<file path="config.mk">
export PLATFORM = sky130hd
export DESIGN_NAME = serial_line_editor_flat
export DESIGN_NICKNAME = d
export VERILOG_FILES = /design/src/hdl/sle_pkg.sv /design/src/hdl/sle_rx_if.sv /design/src/hdl/sle_res_if.sv /design/src/hdl/sle_queue.sv /design/src/hdl/sle_front.sv /design/src/hdl/sle_back.sv /design/src/hdl/serial_line_editor.sv /design/src/flat_wrapper.sv
export SDC_FILE = /design/constraint.sdc
export NUM_CORES = 1
export LEC_CHECK = 0
export BUFFER_PORTS_ARGS = -buffer_cell sky130_fd_sc_hd__buf_2
export CORE_ASPECT_RATIO = 1.1
export CORE_MARGIN = 2
export CORE_UTILIZATION = 55
export CTS_CLUSTER_SIZE = 40
export DETAILED_ROUTE_END_ITERATION = 10
export PLACE_DENSITY = 0.71
export SLEW_MARGIN = 20
export SYNTH_ARGS = -nofsm -noshare
export SYNTH_HDL_FRONTEND = slang
export SYNTH_SLANG_ARGS = --single-unit
</file>
<file path="constraint.sdc">
create_clock -name clk_i -period 3.7 [get_ports clk_i]
set_input_delay 0.555 -clock clk_i [delete_from_list [all_inputs] [get_ports clk_i]]
set_output_delay 0.555 -clock clk_i [all_outputs]
set_load 0.02 [all_outputs]
</file>
<file path="src/hdl/sle_pkg.sv">
// sle_pkg: shared types and character constants of the serial line editor.
// No dependencies; compiled first.

package sle_pkg;

  // Received control characters and printable range bounds
  localparam logic [7:0] CH_NUL   = 8'h00;
  localparam logic [7:0] CH_BS    = 8'h08;
  localparam logic [7:0] CH_LF    = 8'h0A;
  localparam logic [7:0] CH_CR    = 8'h0D;
  localparam logic [7:0] CH_KILL  = 8'h15;
  localparam logic [7:0] CH_SPACE = 8'h20;
  localparam logic [7:0] CH_TILDE = 8'h7E;
  localparam logic [7:0] CH_DEL   = 8'h7F;

  localparam logic [6:0] SPACE7   = 7'h20;

  // Longest delivered line, and erase count ceiling of the result field
  localparam logic [5:0] MAX_LIM    = 6'd62;
  localparam logic [5:0] ERASE_SAT  = 6'd63;
  localparam logic [5:0] LIM_RESET  = 6'd62;

  // Result kinds
  typedef enum logic [2:0] {
    KIND_ECHO  = 3'd0,
    KIND_BELL  = 3'd1,
    KIND_NL    = 3'd2,
    KIND_ERASE = 3'd3,
    KIND_CHAR  = 3'd4,
    KIND_END   = 3'd5
  } kind_e;

  // Commands passed from the front to the back
  typedef enum logic [2:0] {
    OP_PUT    = 3'd0,
    OP_BELL   = 3'd1,
    OP_ERASE1 = 3'd2,
    OP_KILL   = 3'd3,
    OP_LINE   = 3'd4
  } op_e;

endpackage

</file>
<file path="src/hdl/sle_rx_if.sv">
// sle_rx_if: valid/ready channel carrying one received byte per beat.
// No dependencies.

interface sle_rx_if;
  logic       valid;
  logic       ready;
  logic [7:0] rx_byte;

  modport source (output valid, output rx_byte, input ready);
  modport sink   (input valid, input rx_byte, output ready);
endinterface

</file>
<file path="src/hdl/sle_res_if.sv">
// sle_res_if: valid/ready channel carrying one editor result per beat.
// No dependencies.

interface sle_res_if;
  logic       valid;
  logic       ready;
  logic [2:0] kind;
  logic [6:0] out_char;
  logic [5:0] erase_count;
  logic       last;

  modport source (output valid, output kind, output out_char, output erase_count,
                  output last, input ready);
  modport sink   (input valid, input kind, input out_char, input erase_count,
                  input last, output ready);
endinterface

</file>
<file path="src/hdl/sle_queue.sv">
// sle_queue: two-entry command queue between the editor front and back.
// No package dependencies.

module sle_queue #(
  parameter int W = 24
) (
  input  logic         clk_i,
  input  logic         rst_ni,
  input  logic         push_i,
  input  logic [W-1:0] push_data_i,
  output logic         full_o,
  input  logic         pop_i,
  output logic         valid_o,
  output logic [W-1:0] data_o
);

  logic [W-1:0] mem_q [2];
  logic         wr_ptr_q, wr_ptr_d;
  logic         rd_ptr_q, rd_ptr_d;
  logic [1:0]   cnt_q, cnt_d;

  assign full_o  = (cnt_q == 2'd2);
  assign valid_o = (cnt_q != 2'd0);
  assign data_o  = mem_q[rd_ptr_q];

  always_comb begin
    wr_ptr_d = push_i ? ~wr_ptr_q : wr_ptr_q;
    rd_ptr_d = pop_i ? ~rd_ptr_q : rd_ptr_q;
    cnt_d    = cnt_q + {1'b0, push_i} - {1'b0, pop_i};
  end

  always_ff @(posedge clk_i or negedge rst_ni) begin
    if (!rst_ni) begin
      wr_ptr_q <= 1'b0;
      rd_ptr_q <= 1'b0;
      cnt_q    <= 2'd0;
    end else begin
      wr_ptr_q <= wr_ptr_d;
      rd_ptr_q <= rd_ptr_d;
      cnt_q    <= cnt_d;
    end
  end

  always_ff @(posedge clk_i) begin
    if (push_i) begin
      mem_q[wr_ptr_q] <= push_data_i;
    end
  end

  a_no_push_full: assert property (@(posedge clk_i) disable iff (!rst_ni)
    push_i |-> !full_o) else $error("push into full command queue");
  a_no_pop_empty: assert property (@(posedge clk_i) disable iff (!rst_ni)
    pop_i |-> valid_o) else $error("pop from empty command queue");

endmodule

</file>
<file path="src/hdl/sle_front.sv">
// sle_front: takes received bytes, tracks line length and length register;
// turns each byte into a command or drops it. Uses sle_pkg, sle_rx_if.

module sle_front #(
  parameter int BUFFER_DEPTH = 64,
  localparam int LW = $clog2(BUFFER_DEPTH)
) (
  input  logic           clk_i,
  input  logic           rst_ni,
  sle_rx_if.sink         rx,
  input  logic           cfg_we_i,
  input  logic [5:0]     cfg_wdata_i,
  input  logic           q_full_i,
  output logic           push_o,
  output sle_pkg::op_e   op_o,
  output logic [6:0]     chr_o,
  output logic [LW-1:0]  num_o,
  output logic [5:0]     cnt_o
);

  localparam int LINE_CAP = BUFFER_DEPTH - 2;
  localparam int CW       = (LW > 6) ? LW : 6;

  logic [LW-1:0] line_len_q, line_len_d;
  logic [5:0]    lim_q;
  logic [5:0]    lim;
  logic [CW-1:0] len_ext;
  logic [CW-1:0] deliver_len;
  logic          accept;
  logic          cmd_valid;
  logic [7:0]    b;

  assign rx.ready = ~q_full_i;
  assign accept   = rx.valid & ~q_full_i;
  assign push_o   = accept & cmd_valid;
  assign b        = rx.rx_byte;

  assign lim         = (lim_q > sle_pkg::MAX_LIM) ? sle_pkg::MAX_LIM : lim_q;
  assign len_ext     = CW'(line_len_q);
  assign deliver_len = (len_ext < CW'(lim)) ? len_ext : CW'(lim);

  always_comb begin
    cmd_valid  = 1'b1;
    op_o       = sle_pkg::OP_BELL;
    chr_o      = b[6:0];
    num_o      = line_len_q;
    cnt_o      = '0;
    line_len_d = line_len_q;
    priority if (b == sle_pkg::CH_NUL) begin
      cmd_valid = 1'b0;
    end else if (b >= sle_pkg::CH_SPACE && b <= sle_pkg::CH_TILDE) begin
      if (line_len_q < LW'(LINE_CAP)) begin
        op_o       = sle_pkg::OP_PUT;
        line_len_d = line_len_q + 1'b1;
      end
    end else if (b == sle_pkg::CH_BS || b == sle_pkg::CH_DEL) begin
      if (line_len_q != '0) begin
        op_o       = sle_pkg::OP_ERASE1;
        line_len_d = line_len_q - 1'b1;
      end else begin
        cmd_valid = 1'b0;
      end
    end else if (b == sle_pkg::CH_KILL) begin
      op_o       = sle_pkg::OP_KILL;
      cnt_o      = (len_ext > CW'(sle_pkg::ERASE_SAT)) ? sle_pkg::ERASE_SAT : len_ext[5:0];
      line_len_d = '0;
    end else if (b == sle_pkg::CH_CR || b == sle_pkg::CH_LF) begin
      op_o       = sle_pkg::OP_LINE;
      num_o      = LW'(deliver_len);
      line_len_d = '0;
    end else begin
      op_o = sle_pkg::OP_BELL;
    end
  end

  always_ff @(posedge clk_i or negedge rst_ni) begin
    if (!rst_ni) begin
      line_len_q <= '0;
      lim_q      <= sle_pkg::LIM_RESET;
    end else begin
      if (push_o) begin
        line_len_q <= line_len_d;
      end
      if (cfg_we_i) begin
        lim_q <= cfg_wdata_i;
      end
    end
  end

  a_len_in_cap: assert property (@(posedge clk_i) disable iff (!rst_ni)
    line_len_q <= LW'(LINE_CAP)) else $error("line length beyond capacity");

endmodule

</file>
<file path="src/hdl/sle_back.sv">
// sle_back: executes editor commands, owns the line store and the result
// register; trims trailing spaces and streams the line. Uses sle_pkg, sle_res_if.

module sle_back #(
  parameter int BUFFER_DEPTH = 64,
  localparam int LW = $clog2(BUFFER_DEPTH)
) (
  input  logic          clk_i,
  input  logic          rst_ni,
  input  logic          q_valid_i,
  input  sle_pkg::op_e  q_op_i,
  input  logic [6:0]    q_chr_i,
  input  logic [LW-1:0] q_num_i,
  input  logic [5:0]    q_cnt_i,
  output logic          pop_o,
  sle_res_if.source     res
);

  localparam int LINE_CAP = BUFFER_DEPTH - 2;
  localparam int AW       = (LINE_CAP > 1) ? $clog2(LINE_CAP) : 1;

  typedef enum logic [5:0] {
    S_IDLE = 6'b000001,
    S_SCAN = 6'b000010,
    S_SCHK = 6'b000100,
    S_EMIT = 6'b001000,
    S_ECHK = 6'b010000,
    S_END  = 6'b100000
  } state_e;

  state_e        state_q, state_d;
  logic [LW-1:0] idx_q, idx_d;
  logic [LW-1:0] pos_q, pos_d;
  logic [LW-1:0] len_q, len_d;

  logic [6:0]    store_q [LINE_CAP];
  logic [6:0]    rd_q;
  logic          rd_en;
  logic [AW-1:0] rd_addr;
  logic          wr_en;
  logic [AW-1:0] wr_addr;

  logic          out_v_q;
  sle_pkg::kind_e kind_q;
  logic [6:0]    char_q;
  logic [5:0]    cnt_q;
  logic          last_q;

  logic          can_load;
  logic          load;
  sle_pkg::kind_e ld_kind;
  logic [6:0]    ld_char;
  logic [5:0]    ld_cnt;
  logic          ld_last;

  assign can_load        = ~out_v_q | res.ready;
  assign res.valid       = out_v_q;
  assign res.kind        = kind_q;
  assign res.out_char    = char_q;
  assign res.erase_count = cnt_q;
  assign res.last        = last_q;
  assign wr_addr         = AW'(q_num_i);

  always_comb begin
    state_d = state_q;
    idx_d   = idx_q;
    pos_d   = pos_q;
    len_d   = len_q;
    pop_o   = 1'b0;
    rd_en   = 1'b0;
    rd_addr = '0;
    wr_en   = 1'b0;
    load    = 1'b0;
    ld_kind = sle_pkg::KIND_BELL;
    ld_char = '0;
    ld_cnt  = '0;
    ld_last = 1'b1;
    unique case (state_q)
      S_IDLE: begin
        if (q_valid_i && can_load) begin
          pop_o = 1'b1;
          load  = 1'b1;
          unique case (q_op_i)
            sle_pkg::OP_PUT: begin
              wr_en   = 1'b1;
              ld_kind = sle_pkg::KIND_ECHO;
              ld_char = q_chr_i;
            end
            sle_pkg::OP_BELL: begin
              ld_kind = sle_pkg::KIND_BELL;
            end
            sle_pkg::OP_ERASE1: begin
              ld_kind = sle_pkg::KIND_ERASE;
              ld_cnt  = 6'd1;
            end
            sle_pkg::OP_KILL: begin
              ld_kind = sle_pkg::KIND_ERASE;
              ld_cnt  = q_cnt_i;
            end
            sle_pkg::OP_LINE: begin
              ld_kind = sle_pkg::KIND_NL;
              ld_last = 1'b0;
              idx_d   = q_num_i;
              state_d = S_SCAN;
            end
            default: begin
              ld_kind = sle_pkg::KIND_BELL;
            end
          endcase
        end
      end
      S_SCAN: begin
        // walk back over trailing spaces, one entry per read
        if (idx_q == '0) begin
          state_d = S_END;
        end else begin
          rd_en   = 1'b1;
          rd_addr = AW'(idx_q - 1'b1);
          state_d = S_SCHK;
        end
      end
      S_SCHK: begin
        if (rd_q == sle_pkg::SPACE7) begin
          idx_d   = idx_q - 1'b1;
          state_d = S_SCAN;
        end else begin
          len_d   = idx_q;
          pos_d   = '0;
          state_d = S_EMIT;
        end
      end
      S_EMIT: begin
        if (pos_q == len_q) begin
          state_d = S_END;
        end else begin
          rd_en   = 1'b1;
          rd_addr = AW'(pos_q);
          state_d = S_ECHK;
        end
      end
      S_ECHK: begin
        if (can_load) begin
          load    = 1'b1;
          ld_kind = sle_pkg::KIND_CHAR;
          ld_char = rd_q;
          ld_last = 1'b0;
          pos_d   = pos_q + 1'b1;
          state_d = S_EMIT;
        end
      end
      S_END: begin
        if (can_load) begin
          load    = 1'b1;
          ld_kind = sle_pkg::KIND_END;
          state_d = S_IDLE;
        end
      end
      default: begin
        state_d = S_IDLE;
      end
    endcase
  end

  always_ff @(posedge clk_i or negedge rst_ni) begin
    if (!rst_ni) begin
      state_q <= S_IDLE;
      idx_q   <= '0;
      pos_q   <= '0;
      len_q   <= '0;
      out_v_q <= 1'b0;
    end else begin
      state_q <= state_d;
      idx_q   <= idx_d;
      pos_q   <= pos_d;
      len_q   <= len_d;
      if (can_load) begin
        out_v_q <= load;
      end
    end
  end

  // hold the result payload until the next beat is loaded
  always_ff @(posedge clk_i) begin
    if (load) begin
      kind_q <= ld_kind;
      char_q <= ld_char;
      cnt_q  <= ld_cnt;
      last_q <= ld_last;
    end
  end

  always_ff @(posedge clk_i) begin
    if (wr_en) begin
      store_q[wr_addr] <= q_chr_i;
    end
    if (rd_en) begin
      rd_q <= store_q[rd_addr];
    end
  end

  a_pop_idle: assert property (@(posedge clk_i) disable iff (!rst_ni)
    pop_o |-> state_q == S_IDLE) else $error("command taken while busy");
  a_pos_bound: assert property (@(posedge clk_i) disable iff (!rst_ni)
    (state_q == S_EMIT || state_q == S_ECHK) |-> pos_q <= len_q)
    else $error("line position past trimmed length");
  a_wr_bound: assert property (@(posedge clk_i) disable iff (!rst_ni)
    wr_en |-> q_num_i < LW'(LINE_CAP)) else $error("store write beyond line capacity");

endmodule

</file>
<file path="src/hdl/serial_line_editor.sv">
// serial_line_editor: top level of the serial line editor.
// Uses sle_pkg, sle_rx_if, sle_res_if, sle_front, sle_queue, sle_back.
//
//   channel   dir  handshake          payload
//   rx_i      in   valid/ready        rx_byte[7:0]
//   res_o     out  valid/ready        kind[2:0] out_char[6:0] erase_count[5:0] last
//   cfg       in   cfg_we_i (no wait) cfg_wdata_i[5:0] = max_line_length
//
// A byte is taken while the two-entry command queue has room; the queue is
// registered, and an idle back pops the command and loads its echo, bell or erase
// result into the output register. A line end holds the back while it walks back
// over trimmed trailing spaces and then streams the delivered characters.
// Reset clears the line length, the queue and the output register and sets the
// length register to 62. A stalled output holds the back, and the front takes
// bytes until the queue fills.

module serial_line_editor #(
  parameter int BUFFER_DEPTH = 64
) (
  input  logic       clk_i,
  input  logic       rst_ni,
  sle_rx_if.sink     rx_i,
  sle_res_if.source  res_o,
  input  logic       cfg_we_i,
  input  logic [5:0] cfg_wdata_i
);

  localparam int LW = $clog2(BUFFER_DEPTH);
  localparam int QW = 3 + 7 + LW + 6;

  logic          push;
  sle_pkg::op_e  f_op;
  logic [6:0]    f_chr;
  logic [LW-1:0] f_num;
  logic [5:0]    f_cnt;
  logic          q_full;
  logic          q_valid;
  logic          pop;
  logic [QW-1:0] q_data;

  sle_front #(.BUFFER_DEPTH(BUFFER_DEPTH)) u_front (
    .clk_i       (clk_i),
    .rst_ni      (rst_ni),
    .rx          (rx_i),
    .cfg_we_i    (cfg_we_i),
    .cfg_wdata_i (cfg_wdata_i),
    .q_full_i    (q_full),
    .push_o      (push),
    .op_o        (f_op),
    .chr_o       (f_chr),
    .num_o       (f_num),
    .cnt_o       (f_cnt)
  );

  sle_queue #(.W(QW)) u_queue (
    .clk_i       (clk_i),
    .rst_ni      (rst_ni),
    .push_i      (push),
    .push_data_i ({f_op, f_chr, f_num, f_cnt}),
    .full_o      (q_full),
    .pop_i       (pop),
    .valid_o     (q_valid),
    .data_o      (q_data)
  );

  sle_back #(.BUFFER_DEPTH(BUFFER_DEPTH)) u_back (
    .clk_i     (clk_i),
    .rst_ni    (rst_ni),
    .q_valid_i (q_valid),
    .q_op_i    (sle_pkg::op_e'(q_data[QW-1 -: 3])),
    .q_chr_i   (q_data[LW+6+7-1 -: 7]),
    .q_num_i   (q_data[LW+6-1 -: LW]),
    .q_cnt_i   (q_data[5:0]),
    .pop_o     (pop),
    .res       (res_o)
  );

endmodule
</file>
<file path="src/flat_wrapper.sv">
// flat-port wrapper written by rule: the top's interface ports become plain ports
module serial_line_editor_flat 
#(
  parameter int BUFFER_DEPTH = 64
)
  (clk_i, rst_ni, cfg_we_i, cfg_wdata_i, rx_i_valid, rx_i_rx_byte, rx_i_ready, res_o_valid, res_o_kind, res_o_out_char, res_o_erase_count, res_o_last, res_o_ready);
  sle_rx_if rx_i_i ();
  sle_res_if res_o_i ();
  input  logic clk_i;
  input  logic rst_ni;
  input  logic cfg_we_i;
  input  logic [5:0] cfg_wdata_i;
  input wire logic [$bits(rx_i_i.valid)-1:0] rx_i_valid;
  input wire logic [$bits(rx_i_i.rx_byte)-1:0] rx_i_rx_byte;
  output wire logic [$bits(rx_i_i.ready)-1:0] rx_i_ready;
  output wire logic [$bits(res_o_i.valid)-1:0] res_o_valid;
  output wire logic [$bits(res_o_i.kind)-1:0] res_o_kind;
  output wire logic [$bits(res_o_i.out_char)-1:0] res_o_out_char;
  output wire logic [$bits(res_o_i.erase_count)-1:0] res_o_erase_count;
  output wire logic [$bits(res_o_i.last)-1:0] res_o_last;
  input wire logic [$bits(res_o_i.ready)-1:0] res_o_ready;
  assign rx_i_i.valid = rx_i_valid;
  assign rx_i_i.rx_byte = rx_i_rx_byte;
  assign rx_i_ready = rx_i_i.ready;
  assign res_o_valid = res_o_i.valid;
  assign res_o_kind = res_o_i.kind;
  assign res_o_out_char = res_o_i.out_char;
  assign res_o_erase_count = res_o_i.erase_count;
  assign res_o_last = res_o_i.last;
  assign res_o_i.ready = res_o_ready;
  serial_line_editor #(.BUFFER_DEPTH(BUFFER_DEPTH)) u_core (.clk_i(clk_i), .rst_ni(rst_ni), .rx_i(rx_i_i), .res_o(res_o_i), .cfg_we_i(cfg_we_i), .cfg_wdata_i(cfg_wdata_i));
endmodule
</file>
* After elaboration in Yosys (flattened, before gate mapping)
Memories as Yosys holds them, arrays and structs flattened. A register that Yosys moved wholly into a read port is not among the register bits.
Cells that the tools add are included.
** Operators by class
- $add $sub $neg :: 6
- Order comparisons :: 6
- Equal/unequal tests :: 25
- Multiplexer cells :: 75
- Bitwise logic cells :: 9
- Reduce and logical (&&, ||, !) cells :: 20
** Operator list (count)
- 6-bit two-way mux :: 31
- 6-bit case mux with 2 select lines :: 4
- 6-bit case mux with 6 select lines :: 1
- 8-bit by 4-bit == test with 1-bit output (second input constant) :: 3
- 3-bit two-way mux :: 7
- 7-bit two-way mux :: 3
- 1-bit two-way mux :: 20
- 7-bit case mux with 2 select lines :: 1
- 6-bit by 1-bit adder with 6-bit output (second input constant) :: 2
- 6-bit greater-than comparator (second input constant) :: 2
- 6-bit by 1-bit subtractor with 6-bit output (second input constant) :: 2
- 2-bit inequality test (second input constant) :: 5
- 3-bit case mux with 3 select lines :: 1
- 8-bit by 5-bit == test with 1-bit output (second input constant) :: 1
- 8-bit by 7-bit == test with 1-bit output (second input constant) :: 1
- 8-bit by 6-bit greater-or-equal comparator with 1-bit output (second input constant) :: 1
- 8-bit by 7-bit less-or-equal comparator with 1-bit output (second input constant) :: 1
- 8-bit logical NOT :: 1
- 4-bit AND reduction :: 2
- 7-bit by 6-bit == test with 1-bit output (second input constant) :: 1
- 3-bit by 2-bit == test with 1-bit output (second input constant) :: 2
- 6-bit by 1-bit == test with 1-bit output (second input constant) :: 1
- 6-bit by 2-bit == test with 1-bit output (second input constant) :: 1
- 6-bit by 3-bit == test with 1-bit output (second input constant) :: 1
- 30 further kinds :: 46
** Word-level totals
- Register bits after elaboration :: 58
- Memory bits (writable) :: 478
- Input bits :: 19
- Output and inout port bits :: 19
- Word-level logic and storage cells :: 157
- Memories kept :: 2
** Memories
- u_core.u_back.store_q :: depth 62, width 7, rd ports 1, clocked after Yosys merged registers in 1, write ports 1, line sle_back.sv:36 : logic [6:0] store_q [LINE_CAP];
- u_core.u_queue.mem_q :: depth 2, width 22, rd ports 1, clocked after Yosys merged registers in 0, write ports 1, line sle_queue.sv:17 : logic [W-1:0] mem_q [2];

* Logic depth before layout (Yosys ltp)
- Word-level depth :: 9
- Mapped depth :: 16
- Mapped depth without buffers :: 11

* By module
A second synthesis with hierarchy kept.
** Unflattened totals
- Cell total of the unflattened synthesis :: 1679
- Area, all modules :: 22974.5 um^2
** By module, submodules not included
- sle_back :: times used 1, cells an instance 1453, area each 19970.4 um^2, sequential area each 14380.0 um^2
- sle_queue :: times used 1, cells an instance 83, area each 1790.5 um^2, sequential area each 1421.4 um^2
- sle_front :: times used 1, cells an instance 143, area each 1213.7 um^2, sequential area each 306.5 um^2

* Least setup slack after synthesis
OpenSTA, ideal clock, no wires.
- Path type :: register to register
- Start :: reg u_core.u_back.idx_q[2]
- End :: reg u_core.u_back.rd_q[1] (read register of u_core.u_back.store_q) (data pin)
- Setup time :: 0.203 ns
- Data arrival time :: 2.846 ns
- Data required time :: 3.497 ns
- Slack :: 0.651 ns
- Cell stages (with the launch flop) :: 13
- Path buffers :: 3
- Period minus slack after synthesis :: 3.049 ns
- Cell sequence :: dfrtp_1 or3_4 o211ai_4 nand2b_1 buf_4 and2_4 buf_8 buf_8 nand2_1 a31oi_1 o22ai_1 or4_1 a2111oi_1
** On the way
- Cells in the longest elaborated chain, start to end :: 3
- Elaborated cells between the ends (all ways) :: 6
- Classes of those cells :: add/sub: 1; mux: 4; reduce/logical: 1
** RTL lines
- start, declared :: line sle_back.sv:32 : logic [LW-1:0] idx_q, idx_d;
- start signal, assigned :: line sle_back.sv:173 : idx_q <= idx_d;
- 6-bit by 1-bit subtractor with 6-bit output or 6-bit logical NOT (tied branches) :: line sle_back.sv:118, sle_back.sv:114
- 6-bit two-way mux or 1-bit two-way mux (tied branches) :: line sle_back.sv:114 : if (idx_q == '0) begin
- 6-bit case mux with 2 select lines or 1-bit case mux with 2 select lines (tied branches) :: line sle_back.sv:78 : unique case (state_q)
- end, declared :: line sle_back.sv:37 : logic [6:0] rd_q;
Parallel ways exist; a longest one is shown, timed or not.
A chain may end at the register's enable or synchronous reset.

* Worst setup path in the final report
- Start :: reg u_core.u_back.idx_q[4]
- End :: reg u_core.u_back.rd_q[4] (read register of u_core.u_back.store_q) (data pin)
The elaborated chain is that of the path after synthesis.

==> results.toml <==
[die]
core-area_mm2 = 0.0410
die-area_mm2 = 0.0430
die_w_um = 198
ios = 38
die_h_um = 217
rows = 78
start_util_pct = 55.5

[drt]
drc = 0
viasPerCell = 6.19
wl_per_cell_um = 23.4
totalWireLength_um = 56600
via_count = 15000
drt-initial-drc-count = 1552
antenna_left = 0
drt-pass1-iter-count = 8

[logic_synthesis]
synth_edf_count = 502
synth.avg_cell_area_um2 = 13.1
postSynthCellCount = 1731
synth_cell_types = 70
synth_fp_nets = 1762
async_flop_share_pct = 7.55
synth-seq-area-share_pct = 70.9
synth_seq_cells = 543
syn_area_mm2 = 0.0227
yosysWarnings = 0
synth_flop_cell = "edfxtp_1"

[timing]
max_slew_margin_pct = 31.5
rsz0062_at_grt = "yes"
period_share_pct = 95.2
worst_pin_slew_ps = 1030
whs_ps = 123
drv_slew = 0
fin_crit_ps = 3520
setup_viol_count_final = 0
max_freq_mhz = 284
fin_setup_tns_ps = 0
hold_viol = 0
skew_ps = 18.5

[status]
status = "finished, final reports clean"

[critical_path]
critPathRequiredTime_ps = 4060
worstSetupPathType = "register to register"
worstPathArrival_ps = 3890
r2r_slack_ps = 180
end_kind = "register"
critPathSlowestCell = "a2111oi_0"
worstPathMaxFanout = 16
critical-path-max-stage-delay_ps = 480
startpoint_type = "register"
path_cells = "or3_4, o211ai_4, buf_4, nor2_2, a21oi_4, buf_4, nand2_1, nand3_1, nand2_1, a221o_1, a2111oi_0"
ff2ff_path_depth = 11
r2r-start = "u_core.u_back.idx_q[4]"
r2r_end = "u_core.u_back.rd_q[4]"

[clock_network]
clk_latency_ps = 600
clockRootBuffer = "clkbuf_16"
cts_htree_levels = 2
cts_hold_buf = 0
cts_max_path_buffers = 3
cts_tree = "done"
path_clk_slew_ps = 60
cts_sinks = 543
numCtsBuffers = 52

[global_routing]
grt_pass1_wl_um = 86000
antenna_found_initial = 0
grt_pass1_vias = 14600
grt_overflow = 0
grt_usage_pct = 26.8
grt_max_degree = 63

[finish]
final_common_cell = "edfxtp_1"
n_antenna_cell = 0
instances_no_fill = 2419
final_cell_mix = "502 x edfxtp_1, 339 x nand2_1, 119 x buf_4"
area_delta_synth_final_pct = 14.3
drive_gt1_share_pct = 15.7
final_nets = 1887
post-route-cell-area_mm2 = 0.0260

[pwr]
leakagePower_nw = 9.27
powerDensity_mw_per_mm2 = 650
ir_worst_vdd_v = 0.000499
report.power.total_mw = 16.9

[placement]
placed_cells = 2322
hpwl_um = 36200
dpl_cell_area_mm2 = 0.0242
gp_congestion = 0.947
port_buffers = 37

[min_path]
hp-class = "primary input to async pin"

[job]
cap_violations = 0
[cell families after synthesis]
kind of cell,after synthesis,synth area share [%]
flops,543,70.9
simple gates,681,13.3
fa+ha+maj,12,0.660
buf+inv,117,2.32
xor+xnor,19,0.732
compound gates,291,8.79
mux,68,3.34
[worst max-delay path: cells and delay by family (launching register included)]
kind | cells | cell delay, ps
flip-flops | 1 | 450
buffers and inverters | 2 | 530
AO/OA/AOI/OAI | 4 | 1540
AND/OR/NAND/NOR | 5 | 760
[Yosys cell counts, drive strengths merged (7+ instances only)]
cell type	instances	area, µm²
and3	43	269
nand2	341	1280
nand3	100	500
clkbuf	37	139
nor3	20	100
nand2b	8	50.1
nor2	116	435
o31ai	7	52.6
a32o	8	80.1
dfrtp	35	876
o22ai	17	106
a221o	7	70.1
ha	12	150
o21ai	41	205
mux2i	42	420
edfxtp	502	15100
xnor2	13	114
a32oi	7	61.3
nor4	8	65.1
a221oi	7	61.3
inv	22	82.6
or3	7	48.8
a31oi	39	244
a21oi	55	279
a211oi	51	383
mux2	22	248
buf	58	307
a22oi	7	52.6
nor2b	8	50.1
and2	7	46.3
[per-stage QoR]
stage / utilization [%] / worst slack [ps]
2_1_floorplan: - / 651
3_3_place_gp: 59.1 / 223
3_5_place_dp: 59.1 / 100
4_1_cts: 63.3 / 23.7
5_1_grt: 63.4 / -0.747
6_report: 63.4 / 176
[worst max-delay path by stage]
stage	to	from	slack, ps	depth (start not counted)
2_1_floorplan	u_core.u_back.rd_q[1]	u_core.u_back.idx_q[2]	650	12
3_3_place_gp	u_core.u_back.rd_q[4]	u_core.u_back.state_q[1]	220	11
3_5_place_dp	u_core.u_back.rd_q[4]	u_core.u_back.idx_q[0]	100	13
4_1_cts	u_core.u_back.rd_q[4]	u_core.u_back.state_q[1]	20	11
5_1_grt	u_core.u_back.store_q[42][1]	u_core.u_back.state_q[5]	-0.7	8
6_report	u_core.u_back.rd_q[4]	u_core.u_back.idx_q[4]	180	11
[layout make-up]
type / count / area, µm²
Sequential cell: 543 / 16100
Fill cell: 2974 / 15000
Multi-Input combinational cell: 1072 / 6160
Clock buffer: 63 / 1370
Timing Repair Buffer: 165 / 1260
Tap cell: 520 / 651
Clock inverter: 34 / 353
Inverter: 22 / 82.6
[power breakdown]
| part | leakage [nW] | internal, mW | switching (mW) |
|---|---|---|---|
| clock network | 0.826 | 3.13 | 2.25 |
| logic | 3.39 | 1.05 | 2.42 |
| registers | 5.05 | 7.79 | 0.268 |
[routing by layer]
| layer | share of wire (%) | global-route usage [%] | routed length (µm) |
|---|---|---|---|
| met5 | 0 | 0 | 0 |
| met4 | 3.7 | 10.6 | 2120 |
| met3 | 7.9 | 4.22 | 4490 |
| met2 | 49 | 44.2 | 27700 |
| met1 | 39 | 35.9 | 22300 |
[repair_timing]
action,in CTS,in global routing
gates resized for setup,0,6
buffers inserted,0,0
endpoints found under the setup margin,0,10
[sequential cells by signal, summed over array words and instances (netlist names)]
name                           cells
u_core.u_back.idx_q                6
u_core.u_back.len_q                6
u_core.u_back.pos_q                6
u_core.u_back.rd_q                 7
u_core.u_back.res.erase_count      6
u_core.u_back.res.kind             3
u_core.u_back.res.last             1
u_core.u_back.res.out_char         7
u_core.u_back.res.valid            1
u_core.u_back.state_q              6
u_core.u_back.store_q            434
u_core.u_front.len_ext             6
u_core.u_front.lim_q               6
u_core.u_queue.cnt_q               2
u_core.u_queue.mem_q              44
u_core.u_queue.rd_ptr_q            1
u_core.u_queue.wr_ptr_q            1
Power figures use the tool's default switching activity.
